## src/design/proportional_navigation_command_macros.svh

```systemverilog
// assertion helpers shared by the top module and the square root unit
`ifndef PROPORTIONAL_NAVIGATION_COMMAND_MACROS_SVH
`define PROPORTIONAL_NAVIGATION_COMMAND_MACROS_SVH

// same-cycle implication, checked out of reset
`define PNC_ASSERT_NOW(lbl, ante, cons, msg) \
  lbl: assert property (@(posedge clk) disable iff (!rst_n) (ante) |-> (cons)) \
    else $error(msg);

// next-cycle implication, checked out of reset
`define PNC_ASSERT_NEXT(lbl, ante, cons, msg) \
  lbl: assert property (@(posedge clk) disable iff (!rst_n) (ante) |=> (cons)) \
    else $error(msg);

`endif

```

## src/design/pnc_pkg.sv

```systemverilog
package pnc_pkg;

  localparam int ANG_W    = 16;
  localparam int VEL_W    = 16;
  localparam int ACCEL_W  = 24;
  localparam int GAIN_W   = 12;
  localparam int INVDT_W  = 16;
  localparam int MAXACC_W = 23;
  localparam int MINSPD_W = 16;
  localparam int CFG_IDX_W = 2;
  localparam int CFG_DAT_W = 23;

  localparam int DIFF_W   = ANG_W + 1;
  localparam int RAD_W    = 32;
  localparam int ROOT_W   = RAD_W / 2;
  localparam int K_W      = GAIN_W + ROOT_W;
  localparam int K2_W     = K_W + INVDT_W;
  localparam int HI_SHIFT = K2_W / 2;

  localparam int A_W      = 29;
  localparam int B_W      = 23;
  localparam int PROD_W   = A_W + B_W;
  localparam int ACC_W    = 62;
  localparam int Q_W      = ACC_W - 16;
  localparam int FRAC_SH  = 16;

  // register indexes on the configuration port
  localparam logic [CFG_IDX_W-1:0] REG_NAV_GAIN  = 2'd0;
  localparam logic [CFG_IDX_W-1:0] REG_INV_DT    = 2'd1;
  localparam logic [CFG_IDX_W-1:0] REG_MAX_ACCEL = 2'd2;
  localparam logic [CFG_IDX_W-1:0] REG_MIN_SPEED = 2'd3;

  localparam logic [GAIN_W-1:0]   NAV_GAIN_RST  = 12'd768;
  localparam logic [INVDT_W-1:0]  INV_DT_RST    = 16'd100;
  localparam logic [MAXACC_W-1:0] MAX_ACCEL_RST = 23'd76800;
  localparam logic [MINSPD_W-1:0] MIN_SPEED_RST = 16'd400;

  // one request to the shared multiply-accumulate unit
  typedef struct packed {
    logic                  start;
    logic                  clear;
    logic                  hi_shift;
    logic signed [A_W-1:0] a;
    logic signed [B_W-1:0] b;
  } mac_cmd_t;

endpackage

```

## src/design/proportional_navigation_command.sv

```systemverilog
// proportional navigation command: each request carries pitch and yaw line-of-sight
// angles (q2.13 rad) and a velocity vector (1/8 m/s); the block answers one result
// with pitch and yaw acceleration commands (1/256 m/s^2) equal to
// floor(nav_gain * speed * (angle - last angle) * inv_dt / 2^16), clamped to
// +-max_accel with the limited flag, where speed is floor(sqrt(vx^2+vy^2+vz^2)).
// below min_speed the commands are zero, too_slow is set and the stored angles are
// kept. a request runs nine operations through the one shared multiply-accumulate
// unit (three when too slow) and the bit-serial square root; in_tready is high only
// between requests, and a finished result waits in the output register while the
// next request is taken. configuration registers are written on cfg_valid, one per
// cycle; the user must write them only while idle, the block does not enforce it.
module proportional_navigation_command (
  input  logic        clk,
  input  logic        rst_n,
  input  logic        in_tvalid,
  output logic        in_tready,
  input  logic [79:0] in_tdata,   // los_pitch, los_yaw, vel_x, vel_y, vel_z
  output logic        out_tvalid,
  input  logic        out_tready,
  output logic [47:0] out_tdata,  // pitch_accel, yaw_accel
  output logic [1:0]  out_tuser,  // too_slow, limited
  input  logic        cfg_valid,
  output logic        cfg_ready,
  input  logic [pnc_pkg::CFG_IDX_W-1:0] cfg_index,
  input  logic [pnc_pkg::CFG_DAT_W-1:0] cfg_data
);

  `include "proportional_navigation_command_macros.svh"

  localparam int AW = pnc_pkg::ANG_W;
  localparam int VW = pnc_pkg::VEL_W;
  localparam int XW = pnc_pkg::ACCEL_W;

  typedef enum logic [4:0] {
    ST_IDLE  = 5'b00001,
    ST_MUL   = 5'b00010,
    ST_ROOT  = 5'b00100,
    ST_CLAMP = 5'b01000,
    ST_OUT   = 5'b10000
  } state_t;

  // micro-operations issued to the shared multiplier, in program order
  typedef enum logic [3:0] {
    OP_SQX = 4'd0,
    OP_SQY = 4'd1,
    OP_SQZ = 4'd2,
    OP_GK  = 4'd3,
    OP_KI  = 4'd4,
    OP_PL  = 4'd5,
    OP_PH  = 4'd6,
    OP_YL  = 4'd7,
    OP_YH  = 4'd8
  } op_t;

  state_t state_r, state_nxt;
  op_t    op_r, op_nxt;
  logic   issued_r, issued_nxt;

  // configuration
  logic [pnc_pkg::GAIN_W-1:0]   nav_gain_r;
  logic [pnc_pkg::INVDT_W-1:0]  inv_dt_r;
  logic [pnc_pkg::MAXACC_W-1:0] max_accel_r;
  logic [pnc_pkg::MINSPD_W-1:0] min_speed_r;

  // request fields and stored angles
  logic signed [AW-1:0] pitch_r, pitch_nxt, yaw_r, yaw_nxt;
  logic signed [VW-1:0] vx_r, vx_nxt, vy_r, vy_nxt, vz_r, vz_nxt;
  logic signed [AW-1:0] last_pitch_r, last_pitch_nxt, last_yaw_r, last_yaw_nxt;

  // intermediate results
  logic [pnc_pkg::ROOT_W-1:0] speed_r, speed_nxt;
  logic [pnc_pkg::K_W-1:0]    k_r, k_nxt;
  logic [pnc_pkg::K2_W-1:0]   k2_r, k2_nxt;
  logic signed [XW-1:0]       q_pitch_r, q_pitch_nxt, q_yaw_r, q_yaw_nxt;
  logic                       lim_r, lim_nxt, slow_r, slow_nxt;

  // output register
  logic          out_valid_r, out_valid_nxt;
  logic [47:0]   out_data_r, out_data_nxt;
  logic [1:0]    out_user_r, out_user_nxt;

  // shared units
  pnc_pkg::mac_cmd_t                  cmd;
  logic signed [pnc_pkg::ACC_W-1:0]   acc;
  logic                               mac_done;
  logic                               sqrt_start, sqrt_done;
  logic [pnc_pkg::ROOT_W-1:0]         sqrt_root;

  logic signed [pnc_pkg::DIFF_W-1:0]  diff_p, diff_y, diff_sel;
  logic signed [pnc_pkg::Q_W-1:0]     q_full, mx, q_clamped;
  logic                               q_hi, q_lo;
  logic                               in_req, out_req;

  pnc_mac u_mac (
    .clk   (clk),
    .rst_n (rst_n),
    .cmd   (cmd),
    .acc   (acc),
    .done  (mac_done)
  );

  pnc_isqrt u_isqrt (
    .clk      (clk),
    .rst_n    (rst_n),
    .start    (sqrt_start),
    .radicand (acc[pnc_pkg::RAD_W-1:0]),
    .done     (sqrt_done),
    .root     (sqrt_root)
  );

  assign in_req  = in_tvalid && in_tready;
  assign out_req = out_valid_r && out_tready;

  // angle steps at full width, no wrap
  assign diff_p = {pitch_r[AW-1], pitch_r} - {last_pitch_r[AW-1], last_pitch_r};
  assign diff_y = {yaw_r[AW-1], yaw_r} - {last_yaw_r[AW-1], last_yaw_r};
  assign diff_sel = (op_r == OP_YL || op_r == OP_YH) ? diff_y : diff_p;

  // operand selection for the multiplier
  always_comb begin
    cmd          = '0;
    cmd.start    = (state_r == ST_MUL) && !issued_r;
    case (op_r)
      OP_SQX: begin
        cmd.a     = {{(pnc_pkg::A_W-VW){vx_r[VW-1]}}, vx_r};
        cmd.b     = {{(pnc_pkg::B_W-VW){vx_r[VW-1]}}, vx_r};
        cmd.clear = 1'b1;
      end
      OP_SQY: begin
        cmd.a = {{(pnc_pkg::A_W-VW){vy_r[VW-1]}}, vy_r};
        cmd.b = {{(pnc_pkg::B_W-VW){vy_r[VW-1]}}, vy_r};
      end
      OP_SQZ: begin
        cmd.a = {{(pnc_pkg::A_W-VW){vz_r[VW-1]}}, vz_r};
        cmd.b = {{(pnc_pkg::B_W-VW){vz_r[VW-1]}}, vz_r};
      end
      OP_GK: begin
        cmd.a     = {{(pnc_pkg::A_W-pnc_pkg::GAIN_W){1'b0}}, nav_gain_r};
        cmd.b     = {{(pnc_pkg::B_W-pnc_pkg::ROOT_W){1'b0}}, speed_r};
        cmd.clear = 1'b1;
      end
      OP_KI: begin
        cmd.a     = {{(pnc_pkg::A_W-pnc_pkg::K_W){1'b0}}, k_r};
        cmd.b     = {{(pnc_pkg::B_W-pnc_pkg::INVDT_W){1'b0}}, inv_dt_r};
        cmd.clear = 1'b1;
      end
      OP_PL, OP_YL: begin
        cmd.a     = {{(pnc_pkg::A_W-pnc_pkg::DIFF_W){diff_sel[pnc_pkg::DIFF_W-1]}}, diff_sel};
        cmd.b     = {{(pnc_pkg::B_W-pnc_pkg::HI_SHIFT){1'b0}},
                     k2_r[pnc_pkg::HI_SHIFT-1:0]};
        cmd.clear = 1'b1;
      end
      OP_PH, OP_YH: begin
        cmd.a        = {{(pnc_pkg::A_W-pnc_pkg::DIFF_W){diff_sel[pnc_pkg::DIFF_W-1]}},
                        diff_sel};
        cmd.b        = {{(pnc_pkg::B_W-(pnc_pkg::K2_W-pnc_pkg::HI_SHIFT)){1'b0}},
                        k2_r[pnc_pkg::K2_W-1:pnc_pkg::HI_SHIFT]};
        cmd.hi_shift = 1'b1;
      end
      default: begin
        cmd.start = 1'b0;
      end
    endcase
  end

  // floor divide by 2^16, then clamp to +-max_accel
  always_comb begin
    q_full = acc[pnc_pkg::ACC_W-1:pnc_pkg::FRAC_SH];
    mx     = {{(pnc_pkg::Q_W-pnc_pkg::MAXACC_W){1'b0}}, max_accel_r};
    q_hi   = q_full > mx;
    q_lo   = q_full < -mx;
    if (q_hi) begin
      q_clamped = mx;
    end else if (q_lo) begin
      q_clamped = -mx;
    end else begin
      q_clamped = q_full;
    end
  end

  // sequencer
  always_comb begin
    state_nxt      = state_r;
    op_nxt         = op_r;
    issued_nxt     = issued_r;
    pitch_nxt      = pitch_r;
    yaw_nxt        = yaw_r;
    vx_nxt         = vx_r;
    vy_nxt         = vy_r;
    vz_nxt         = vz_r;
    last_pitch_nxt = last_pitch_r;
    last_yaw_nxt   = last_yaw_r;
    speed_nxt      = speed_r;
    k_nxt          = k_r;
    k2_nxt         = k2_r;
    q_pitch_nxt    = q_pitch_r;
    q_yaw_nxt      = q_yaw_r;
    lim_nxt        = lim_r;
    slow_nxt       = slow_r;
    sqrt_start     = 1'b0;
    out_valid_nxt  = out_req ? 1'b0 : out_valid_r;
    out_data_nxt   = out_data_r;
    out_user_nxt   = out_user_r;

    case (state_r)
      ST_IDLE: begin
        if (in_req) begin
          pitch_nxt  = in_tdata[AW-1:0];
          yaw_nxt    = in_tdata[2*AW-1:AW];
          vx_nxt     = in_tdata[2*AW+VW-1:2*AW];
          vy_nxt     = in_tdata[2*AW+2*VW-1:2*AW+VW];
          vz_nxt     = in_tdata[2*AW+3*VW-1:2*AW+2*VW];
          op_nxt     = OP_SQX;
          issued_nxt = 1'b0;
          lim_nxt    = 1'b0;
          state_nxt  = ST_MUL;
        end
      end
      ST_MUL: begin
        if (!issued_r) begin
          issued_nxt = 1'b1;
        end else if (mac_done) begin
          issued_nxt = 1'b0;
          case (op_r)
            OP_SQX: op_nxt = OP_SQY;
            OP_SQY: op_nxt = OP_SQZ;
            OP_SQZ: begin
              sqrt_start = 1'b1;
              op_nxt     = OP_GK;
              state_nxt  = ST_ROOT;
            end
            OP_GK: begin
              k_nxt  = acc[pnc_pkg::K_W-1:0];
              op_nxt = OP_KI;
            end
            OP_KI: begin
              k2_nxt = acc[pnc_pkg::K2_W-1:0];
              op_nxt = OP_PL;
            end
            OP_PL: op_nxt = OP_PH;
            OP_YL: op_nxt = OP_YH;
            OP_PH, OP_YH: state_nxt = ST_CLAMP;
            default: state_nxt = ST_IDLE;
          endcase
        end
      end
      ST_ROOT: begin
        if (sqrt_done) begin
          speed_nxt = sqrt_root;
          if (sqrt_root < min_speed_r) begin
            slow_nxt  = 1'b1;
            state_nxt = ST_OUT;
          end else begin
            slow_nxt  = 1'b0;
            state_nxt = ST_MUL;
          end
        end
      end
      ST_CLAMP: begin
        if (q_hi || q_lo) begin
          lim_nxt = 1'b1;
        end
        if (op_r == OP_PH) begin
          q_pitch_nxt = q_clamped[XW-1:0];
          op_nxt      = OP_YL;
          state_nxt   = ST_MUL;
        end else begin
          q_yaw_nxt = q_clamped[XW-1:0];
          state_nxt = ST_OUT;
        end
      end
      ST_OUT: begin
        // wait for the output register to be free
        if (!out_valid_r || out_tready) begin
          out_valid_nxt = 1'b1;
          if (slow_r) begin
            out_data_nxt = '0;
            out_user_nxt = 2'b01;
          end else begin
            out_data_nxt   = {q_yaw_r, q_pitch_r};
            out_user_nxt   = {lim_r, 1'b0};
            last_pitch_nxt = pitch_r;
            last_yaw_nxt   = yaw_r;
          end
          state_nxt = ST_IDLE;
        end
      end
      default: state_nxt = ST_IDLE;
    endcase
  end

  always_ff @(posedge clk) begin
    if (!rst_n) begin
      state_r      <= ST_IDLE;
      op_r         <= OP_SQX;
      issued_r     <= 1'b0;
      out_valid_r  <= 1'b0;
      last_pitch_r <= '0;
      last_yaw_r   <= '0;
      lim_r        <= 1'b0;
      slow_r       <= 1'b0;
      nav_gain_r   <= pnc_pkg::NAV_GAIN_RST;
      inv_dt_r     <= pnc_pkg::INV_DT_RST;
      max_accel_r  <= pnc_pkg::MAX_ACCEL_RST;
      min_speed_r  <= pnc_pkg::MIN_SPEED_RST;
    end else begin
      state_r      <= state_nxt;
      op_r         <= op_nxt;
      issued_r     <= issued_nxt;
      out_valid_r  <= out_valid_nxt;
      last_pitch_r <= last_pitch_nxt;
      last_yaw_r   <= last_yaw_nxt;
      lim_r        <= lim_nxt;
      slow_r       <= slow_nxt;
      if (cfg_valid && cfg_ready) begin
        case (cfg_index)
          pnc_pkg::REG_NAV_GAIN:  nav_gain_r  <= cfg_data[pnc_pkg::GAIN_W-1:0];
          pnc_pkg::REG_INV_DT:    inv_dt_r    <= cfg_data[pnc_pkg::INVDT_W-1:0];
          pnc_pkg::REG_MAX_ACCEL: max_accel_r <= cfg_data[pnc_pkg::MAXACC_W-1:0];
          pnc_pkg::REG_MIN_SPEED: min_speed_r <= cfg_data[pnc_pkg::MINSPD_W-1:0];
          default: ;
        endcase
      end
    end
  end

  // payload registers
  always_ff @(posedge clk) begin
    pitch_r    <= pitch_nxt;
    yaw_r      <= yaw_nxt;
    vx_r       <= vx_nxt;
    vy_r       <= vy_nxt;
    vz_r       <= vz_nxt;
    speed_r    <= speed_nxt;
    k_r        <= k_nxt;
    k2_r       <= k2_nxt;
    q_pitch_r  <= q_pitch_nxt;
    q_yaw_r    <= q_yaw_nxt;
    out_data_r <= out_data_nxt;
    out_user_r <= out_user_nxt;
  end

  assign in_tready  = (state_r == ST_IDLE);
  assign cfg_ready  = 1'b1;
  assign out_tvalid = out_valid_r;
  assign out_tdata  = out_data_r;
  assign out_tuser  = out_user_r;

  `PNC_ASSERT_NEXT(a_busy_after_req, in_req, !in_tready, "request taken while busy")
  `PNC_ASSERT_NOW(a_slow_is_zero, out_tvalid && out_tuser[0],
    out_tdata == 48'd0 && !out_tuser[1], "slow result not zeroed")
  `PNC_ASSERT_NOW(a_limit_hits_bound, out_tvalid && out_tuser[1],
    $signed(out_tdata[23:0]) == $signed({1'b0, max_accel_r}) ||
    $signed(out_tdata[23:0]) == -$signed({1'b0, max_accel_r}) ||
    $signed(out_tdata[47:24]) == $signed({1'b0, max_accel_r}) ||
    $signed(out_tdata[47:24]) == -$signed({1'b0, max_accel_r}),
    "limited flag without a command at the bound")

endmodule

```

## src/design/pnc_mac.sv

```systemverilog
module pnc_mac (
  input  logic                               clk,
  input  logic                               rst_n,
  input  pnc_pkg::mac_cmd_t                  cmd,
  output logic signed [pnc_pkg::ACC_W-1:0]   acc,
  output logic                               done
);

  localparam int EXT_W = pnc_pkg::ACC_W - pnc_pkg::PROD_W;

  logic signed [pnc_pkg::PROD_W-1:0] prod_r;
  logic                              stage_r, stage_nxt;
  logic                              clr_r, hi_r;
  logic signed [pnc_pkg::ACC_W-1:0]  acc_r, acc_nxt;
  logic                              done_r, done_nxt;
  logic signed [pnc_pkg::ACC_W-1:0]  ext, addend;

  // product stage, registered before the accumulate
  always_ff @(posedge clk) begin
    if (cmd.start) begin
      prod_r <= cmd.a * cmd.b;
      clr_r  <= cmd.clear;
      hi_r   <= cmd.hi_shift;
    end
  end

  always_comb begin
    ext    = {{EXT_W{prod_r[pnc_pkg::PROD_W-1]}}, prod_r};
    addend = hi_r ? (ext <<< pnc_pkg::HI_SHIFT) : ext;
    stage_nxt = cmd.start;
    done_nxt  = stage_r;
    acc_nxt   = acc_r;
    if (stage_r) begin
      acc_nxt = (clr_r ? '0 : acc_r) + addend;
    end
  end

  always_ff @(posedge clk) begin
    if (!rst_n) begin
      stage_r <= 1'b0;
      done_r  <= 1'b0;
    end else begin
      stage_r <= stage_nxt;
      done_r  <= done_nxt;
    end
  end

  always_ff @(posedge clk) begin
    acc_r <= acc_nxt;
  end

  assign acc  = acc_r;
  assign done = done_r;

endmodule

```

## src/design/pnc_isqrt.sv

```systemverilog
module pnc_isqrt (
  input  logic                               clk,
  input  logic                               rst_n,
  input  logic                               start,
  input  logic [pnc_pkg::RAD_W-1:0]          radicand,
  output logic                               done,
  output logic [pnc_pkg::ROOT_W-1:0]         root
);

  `include "proportional_navigation_command_macros.svh"

  localparam int REM_W = pnc_pkg::ROOT_W + 2;
  localparam int SH_W  = REM_W + 2;
  localparam int CNT_W = $clog2(pnc_pkg::ROOT_W);
  localparam logic [CNT_W-1:0] LAST = CNT_W'(pnc_pkg::ROOT_W - 1);

  logic [pnc_pkg::RAD_W-1:0]  x_r, x_nxt, rad_r, rad_nxt;
  logic [REM_W-1:0]           rem_r, rem_nxt;
  logic [pnc_pkg::ROOT_W-1:0] root_r, root_nxt;
  logic [CNT_W-1:0]           cnt_r, cnt_nxt;
  logic                       busy_r, busy_nxt, done_r, done_nxt;
  logic [SH_W-1:0]            rem_sh, trial, diff;
  logic                       ge;

  // one result bit per step: bring down two radicand bits, try 4*root+1
  always_comb begin
    rem_sh = {rem_r, x_r[pnc_pkg::RAD_W-1 -: 2]};
    trial  = {2'b00, root_r, 2'b01};
    ge     = rem_sh >= trial;
    diff   = rem_sh - trial;

    x_nxt    = x_r;
    rad_nxt  = rad_r;
    rem_nxt  = rem_r;
    root_nxt = root_r;
    cnt_nxt  = cnt_r;
    busy_nxt = busy_r;
    done_nxt = 1'b0;
    if (start) begin
      x_nxt    = radicand;
      rad_nxt  = radicand;
      rem_nxt  = '0;
      root_nxt = '0;
      cnt_nxt  = '0;
      busy_nxt = 1'b1;
    end else if (busy_r) begin
      x_nxt    = x_r << 2;
      rem_nxt  = ge ? diff[REM_W-1:0] : rem_sh[REM_W-1:0];
      root_nxt = {root_r[pnc_pkg::ROOT_W-2:0], ge};
      cnt_nxt  = cnt_r + CNT_W'(1);
      if (cnt_r == LAST) begin
        busy_nxt = 1'b0;
        done_nxt = 1'b1;
      end
    end
  end

  always_ff @(posedge clk) begin
    if (!rst_n) begin
      busy_r <= 1'b0;
      done_r <= 1'b0;
      cnt_r  <= '0;
    end else begin
      busy_r <= busy_nxt;
      done_r <= done_nxt;
      cnt_r  <= cnt_nxt;
    end
  end

  always_ff @(posedge clk) begin
    x_r    <= x_nxt;
    rad_r  <= rad_nxt;
    rem_r  <= rem_nxt;
    root_r <= root_nxt;
  end

  assign done = done_r;
  assign root = root_r;

  `PNC_ASSERT_NOW(a_root_not_high, done_r,
    ({16'd0, root_r} * {16'd0, root_r}) <= rad_r, "square root too large")
  `PNC_ASSERT_NOW(a_root_not_low, done_r,
    ({17'd0, root_r} + 34'd1) * ({17'd0, root_r} + 34'd1) > {2'b00, rad_r},
    "square root too small")
  `PNC_ASSERT_NOW(a_no_restart, start, !busy_r, "square root restarted while busy")

endmodule
```

## config.mk

```make
export PLATFORM = sky130hd
export DESIGN_NAME = proportional_navigation_command
export DESIGN_NICKNAME = d
export VERILOG_FILES = /design/src/design/pnc_pkg.sv /design/src/design/proportional_navigation_command.sv /design/src/design/pnc_mac.sv /design/src/design/pnc_isqrt.sv
export VERILOG_INCLUDE_DIRS = /design/src /design/src/design
export SDC_FILE = /design/constraint.sdc
export NUM_CORES = 2
export LEC_CHECK = 0
export ABC_AREA = 1
export BUFFER_PORTS_ARGS = -buffer_cell sky130_fd_sc_hd__buf_4
export CAP_MARGIN = 20
export CORE_ASPECT_RATIO = 0.75
export CORE_MARGIN = 5
export CORE_UTILIZATION = 32
export CTS_CLUSTER_SIZE = 14
export DETAILED_ROUTE_END_ITERATION = 12
export PLACE_DENSITY = 0.47
export SETUP_SLACK_MARGIN = 0.15
export SLEW_MARGIN = 20
export SYNTH_ARGS = -nofsm -noshare
export SYNTH_HDL_FRONTEND = slang
export SYNTH_SLANG_ARGS = --single-unit
```

## constraint.sdc

```tcl
create_clock -name clk -period 7.4 [get_ports clk]
set_input_delay 0.74 -clock clk [delete_from_list [all_inputs] [get_ports clk]]
set_output_delay 0.74 -clock clk [all_outputs]
set_load 0.02 [all_outputs]
```

# Word level (Yosys, flattened, before mapping)
# Cells that the tools add are included.
# W data, S select, Z words.
[totals] ff_bits=568 input_bits=110 output_inout_bits=53 elab_cells=161
[op_classes] add_sub_neg=6 mul=1 magnitude_cmp=4 eq_ne=26 mux=46 bitwise_logic=4 n_reduce_logical=37
[op_table] op="$pmux W52 S7" n=1
[op_table] op="$mux W62" n=2
[op_table] op="$mux W32" n=2
[op_table] op="$add A62 B62 Y62" n=1
[op_table] op="$mul A29 B23 Y52" n=1
[op_table] op="$mux W24" n=2
[op_table] op="$gt A46 B24 Y1" n=1
[op_table] op="$lt A46 B46 Y1" n=1
[op_table] op="$neg A23 Y46" n=1
[op_table] op="$mux W5" n=7
[op_table] op="$sub A16 B16 Y17" n=2
[op_table] op="$pmux W4 S7" n=1
[op_table] op="$pmux W5 S5" n=1
[op_table] op="$ge A20 B18 Y1" n=1
[op_table] op="$mux W1" n=20
[op_table] op="$reduce_and A2 Y1" n=10
[op_table] op="$mux W18" n=1
[op_table] op="$sub A18 B18 Y18" n=1
[op_table] op="$mux W17" n=1
[op_table] op="$eq A4 B3 Y1 const B" n=4
[op_table] op="$lt A16 B16 Y1" n=1
[op_table] op="$mux W4" n=4
[op_table] op="$pmux W5 S3" n=1
[op_table] op="$pmux W4 S3" n=1
[op_table] op="other kinds (31)" n=56

# Logic depth before layout (Yosys ltp)
[logic_depth] word_depth=6 ltp_mapped=44 depth_no_buf=43

# Hierarchy
# Synthesis repeated with hierarchy kept, for this count alone.
[hier_totals] hier_cells=7599 hier_area_um2=59173.0
[modules_own_cells] mod="pnc_mac" instances=1 cells_per_inst=5129 area_each_um2=36814.1 seq_area_each_um2=3523.4
[modules_own_cells] mod="proportional_navigation_command" instances=1 cells_per_inst=1921 area_each_um2=18317.6 seq_area_each_um2=10229.8
[modules_own_cells] mod="pnc_isqrt" instances=1 cells_per_inst=549 area_each_um2=4041.4 seq_area_each_um2=1761.7

# Worst setup path after synthesis
# Ideal clock, no wire load.
[synth_path] kind="flip-flop to flip-flop" startpoint="reg yaw_r[0]" endpoint="reg u_mac.prod_r[51] (netlist name), data pin" arrival_time_ns=7.656 t_required_ns=7.147 slack_ns=-0.509 stages_incl_launch_ff=38 period_less_slack_ns=7.909 cell_sequence="edfxtp_1 -> inv_1 -> ha_1 -> fa_1 -> inv_1 -> nand2_1 -> nand3_1 -> nand3_1 -> nand2_1 -> nand2_1 -> nand2_1 -> nand2_1 -> nand3_2 -> nand2_4 -> inv_4 -> buf_6 -> buf_2 -> nor2_1 -> [... 2 more ...] -> fa_1 -> inv_1 -> fa_1 -> fa_1 -> inv_1 -> fa_1 -> inv_1 -> fa_1 -> inv_1 -> ha_1 -> nand2_1 -> nor2_1 -> inv_1 -> nor3_1 -> and3_1 -> nand2_1 -> nand3_1 -> nand2_1"
[synth_between] elab_chain_len=4
[synth_rtl] item="start: declaration" line_no="proportional_navigation_command.sv:66" source="logic signed [AW-1:0] pitch_r, pitch_nxt, yaw_r, yaw_nxt;"
[synth_rtl] item="start signal: assignment" line_no="proportional_navigation_command.sv:330" source="yaw_r <= yaw_nxt;"
[synth_rtl] item="$sub A16 B16 Y17" line_no="proportional_navigation_command.sv:116" source="assign diff_y = {yaw_r[AW-1], yaw_r} - {last_yaw_r[AW-1], last_yaw_r};"
[synth_rtl] item="$mux W17" line_no="proportional_navigation_command.sv:117" source="assign diff_sel = (op_r == OP_YL || op_r == OP_YH) ? diff_y : diff_p;"
[synth_rtl] item="$pmux W52 S7" line_no="proportional_navigation_command.sv:123" source="case (op_r)"
[synth_rtl] item="$mul A29 B23 Y52" line_no="pnc_mac.sv:21" source="prod_r <= cmd.a * cmd.b;"
[synth_rtl] item="end signal: assignment" line_no="pnc_mac.sv:21"
[synth_rtl] item="end: declaration" line_no="pnc_mac.sv:11" source="logic signed [pnc_pkg::PROD_W-1:0] prod_r;"
# Every way passes these cells.
# A chain may end at the register's enable or synchronous reset.

# Worst setup path after layout
[layout_path] startpoint="reg pitch_r[5]" endpoint="reg u_mac.prod_r[44] (netlist name), data pin"
[layout_between] elab_chain_len=4
[layout_rtl] item="start: declaration" line_no="proportional_navigation_command.sv:66"
[layout_rtl] item="start signal: assignment" line_no="proportional_navigation_command.sv:329" source="pitch_r <= pitch_nxt;"
[layout_rtl] item="$sub A16 B16 Y17" line_no="proportional_navigation_command.sv:115" source="assign diff_p = {pitch_r[AW-1], pitch_r} - {last_pitch_r[AW-1], last_pitch_r};"
[layout_rtl] item="$mux W17" line_no="proportional_navigation_command.sv:117"
[layout_rtl] item="$pmux W52 S7" line_no="proportional_navigation_command.sv:123"
[layout_rtl] item="$mul A29 B23 Y52" line_no="pnc_mac.sv:21"
# Every way passes these cells.

==> impl_metrics.py <==
metrics = {
    "routing": {
        "dr_total_vias": 47932,
        "drc_errors": 0,
        "ant_nets": 0,
        "maxUsedRoutingLayer": "met4",
        "first_pass_iters": 5,
        "dr_wl_met2_um": 91600,
        "drtIter0Drc": 3787,
        "viasPerCell": 4.74,
        "wl_met3_um": 15400,
        "drt-total-wl_um": 217000,
        "wire_per_inst_um": 21.4,
        "wl_met1_um": 105000,
    },
    "synth": {
        "synth.cell_area_um2": 56800,
        "synth_seq_cells": 568,
        "synthFlopType": "edfxtp_1",
        "syn-instance-count": 6853,
        "yosysTopAreaCell": "fa_1",
        "synth-edff-count": 414,
        "yosys_warnings": 0,
        "syn_avg_cell_area_um2": 8.30,
        "synth_area_leaders": "fa_1 (24%), edfxtp_1 (22%), inv_1 (10%), nand2_1 (8.9%), ha_1 (7.3%)",
        "yosysSeqAreaShare_pct": 27.3,
        "async_reset_ff_share_pct": 0,
        "synth.distinct_cells": 65,
        "synth_top_cell_area_share_pct": 24.4,
    },
    "setup_path": {
        "required_ns": 7.91,
        "path_buf_inv": 12,
        "crit_top_cell": "fa_1",
        "worstSetupStartpointType": "flip-flop",
        "slowest_delay_ns": 0.56,
        "crit_path_end_kind": "flip-flop",
        "cp_max_fo": 11,
        "worstSetupPathType": "flip-flop to flip-flop",
        "crit_slowest_cell": "fa_1",
        "r2r-end": "u_mac.prod_r[44]",
        "cp_top_family": "adder cells",
        "arrival_ns": 8.36,
        "worst-r2r-cell-count": 41,
        "rr_startpoint": "pitch_r[5]",
        "r2r_slack_ns": -0.45,
    },
    "cts": {
        "cts_tree": "built",
        "h-tree-depth": 3,
        "cts_buffers": 72,
        "root_buffer": "clkbuf_16",
        "clock-sinks": 568,
        "clock_latency_ns": 0.68,
        "clk_pin_slew_ns": 0.07,
        "cts_max_path_buffers": 3,
    },
    "placed_design": {
        "portBuffers": 161,
        "place_area_um2": 66000,
        "place_congestion": 0.939,
        "hpwl_um": 182000,
        "dp_cells": 9863,
    },
    "timing": {
        "tns_ns": -12.25,
        "slew_violations": 0,
        "max-slew-margin-rel_pct": 33.3,
        "min_period_over_period_pct": 106,
        "timing.fmax_mhz": 127,
        "finalSetupViolations": 37,
        "finClkSkew_ns": 0.0268,
        "hold_violations": 0,
        "fin_ws_ns": -0.450,
        "tightest_slew_ns": 0.999,
        "fin_crit_ns": 7.85,
        "rsz0062_at_grt": "yes",
    },
    "floorplanning": {
        "die_x_um": 497,
        "ioPinCount": 163,
        "coreArea_um2": 177000,
        "start_util_pct": 32.1,
        "die-area_um2": 186000,
        "rows": 134,
        "die_y_um": 375,
    },
    "global_routing": {
        "grt_max_degree": 71,
        "antenna_found_initial": 7,
        "grt_pass1_wl_um": 321000,
        "grt_overflow": 0,
        "grt_use_total_pct": 23.1,
        "grt_pass1_vias": 48733,
    },
    "cells_and_area": {
        "layout.nets": 8803,
        "final_util_pct": 40.8,
        "final_cell_mix": "inv_1 (1,470), nand2_1 (1,249), buf_4 (806)",
        "n_fill_cell": 18116,
        "syn2layout_area_growth_pct": 27.2,
        "layout.cells.most_common": "inv_1",
        "drive_gt1_share_pct": 22.3,
        "fin_cells": 10107,
        "final_area_um2": 72300,
    },
    "status": {
        "outcome": "finished, violations left",
        "violations": "setup timing",
    },
    "hold_path": {
        "hold_path.class": "input pin to flip-flop",
        "hp-start": "in_tdata[65]",
        "whs_path_depth": 1,
        "hold_path_end": "vz_r[1]",
    },
    "run": {
        "max_cap_viol_count": 0,
    },
}
registers in the layout, indices dropped and copies added, names as in the netlist, 18 cells and up:
signal         flops
k2_r              44
k_r               28
max_accel_r       23
out_tdata         48
q_pitch_r         24
q_yaw_r           24
u_isqrt.rem_r     18
u_isqrt.x_r       32
u_mac.acc         62
u_mac.prod_r      52
worst reg2reg max path, delay by kind of cell (launching register included):
kind                     cells  cell delay (ns)
AND/OR/NAND/NOR             18             1.66
AO/OA/AOI/OAI                1             0.18
flip-flops                   1             0.45
XOR/XNOR                     1             0.17
adder cells (fa/ha/maj)      9             4.21
buffers and inverters       12             1.02
cell families (layout without fill, tap and decap cells):
logic type / Yosys count / after routing / synth area share (%)
buffers and inverters: 1796 / 2654 / 12.4
adder cells (fa/ha/maj): 1027 / 1027 / 31.8
other: 2 / 15 / 0.0132
AND/OR/NAND/NOR: 2433 / 2436 / 17.7
XOR/XNOR: 140 / 140 / 2.16
flip-flops: 568 / 568 / 27.3
AO/OA/AOI/OAI: 887 / 887 / 8.64
metrics by stage:
step	hold slack (ns)	setup slack, ns
after CTS	0.180	-0.480
after global routing	0.197	-0.775
after global placement	0.437	-1.27
after detailed placement	0.445	-1.12
after floorplan	0.406	0.122
final	0.240	-0.450
synthesized netlist by cell type, types with 7 or more instances:
master    count
nor4_1       13
nand2_2       9
nand2_1    1349
a32o_1        7
clkbuf_1     75
a21o_1       21
nand3_2       7
a22oi_1      11
and3_1       14
ha_1        333
xnor2_1      44
edfxtp_1    414
o21bai_1     22
o21ai_0     327
fa_1        694
xor2_1       96
nor2_1      681
nor3_1       39
a21oi_1     397
nand4_1      46
o22ai_1      17
dfxtp_1     154
nand3_1     219
nand3b_1     14
and2_1       10
inv_1      1575
buf_2        72
nand3_4      10
buf_6        19
inv_2        17
o211ai_1     19
o21a_1       12
clkinv_1      8
a31oi_1      16
buf_4        22
worst max path at each step:
| stage | startpoint | endpoint | depth (start not counted) |
|---|---|---|---|
| 3_5_place_dp | yaw_r[4] | u_mac.prod_r[25] | 37 |
| 4_1_cts | pitch_r[0] | u_mac.prod_r[39] | 40 |
| 6_report | pitch_r[5] | u_mac.prod_r[44] | 41 |
| 3_3_place_gp | yaw_r[4] | u_mac.prod_r[25] | 37 |
| 5_1_grt | yaw_r[0] | u_mac.prod_r[44] | 42 |
| 2_1_floorplan | yaw_r[0] | u_mac.prod_r[51] | 35 |
repair_timing:
item / 4_1_cts / 5_1_grt
setup endpoints to repair: 43 / 42
cloned: 2 / 3
hold buffers: 0 / 0
resized for setup: 292 / 489
pin swaps: 89 / 225
setup buffers: 36 / 67
cell type report:
class | count | area [um2] | area share [%]
diodes | 1 | 2.50 | 0.00346
inverters | 1602 | 6060 | 8.37
clock buffers | 86 | 1850 | 2.56
flip-flops and latches | 568 | 15500 | 21.5
multi-input cells | 4504 | 37400 | 51.8
repair buffers | 918 | 7850 | 10.9
well taps | 2380 | 2980 | 4.12
clock inverters | 48 | 631 | 0.872
layer usage:
metal  GRT usage (%)  vias to the layer above
met2            34.6                     1349
met5               0                        -
met4            4.15                        0
met1            35.0                    23616
li1                -                    22781
met3            4.40                      186
Power is not shown: default switching activity piles up to over one toggle a cycle in this logic, so the estimate is an artifact.
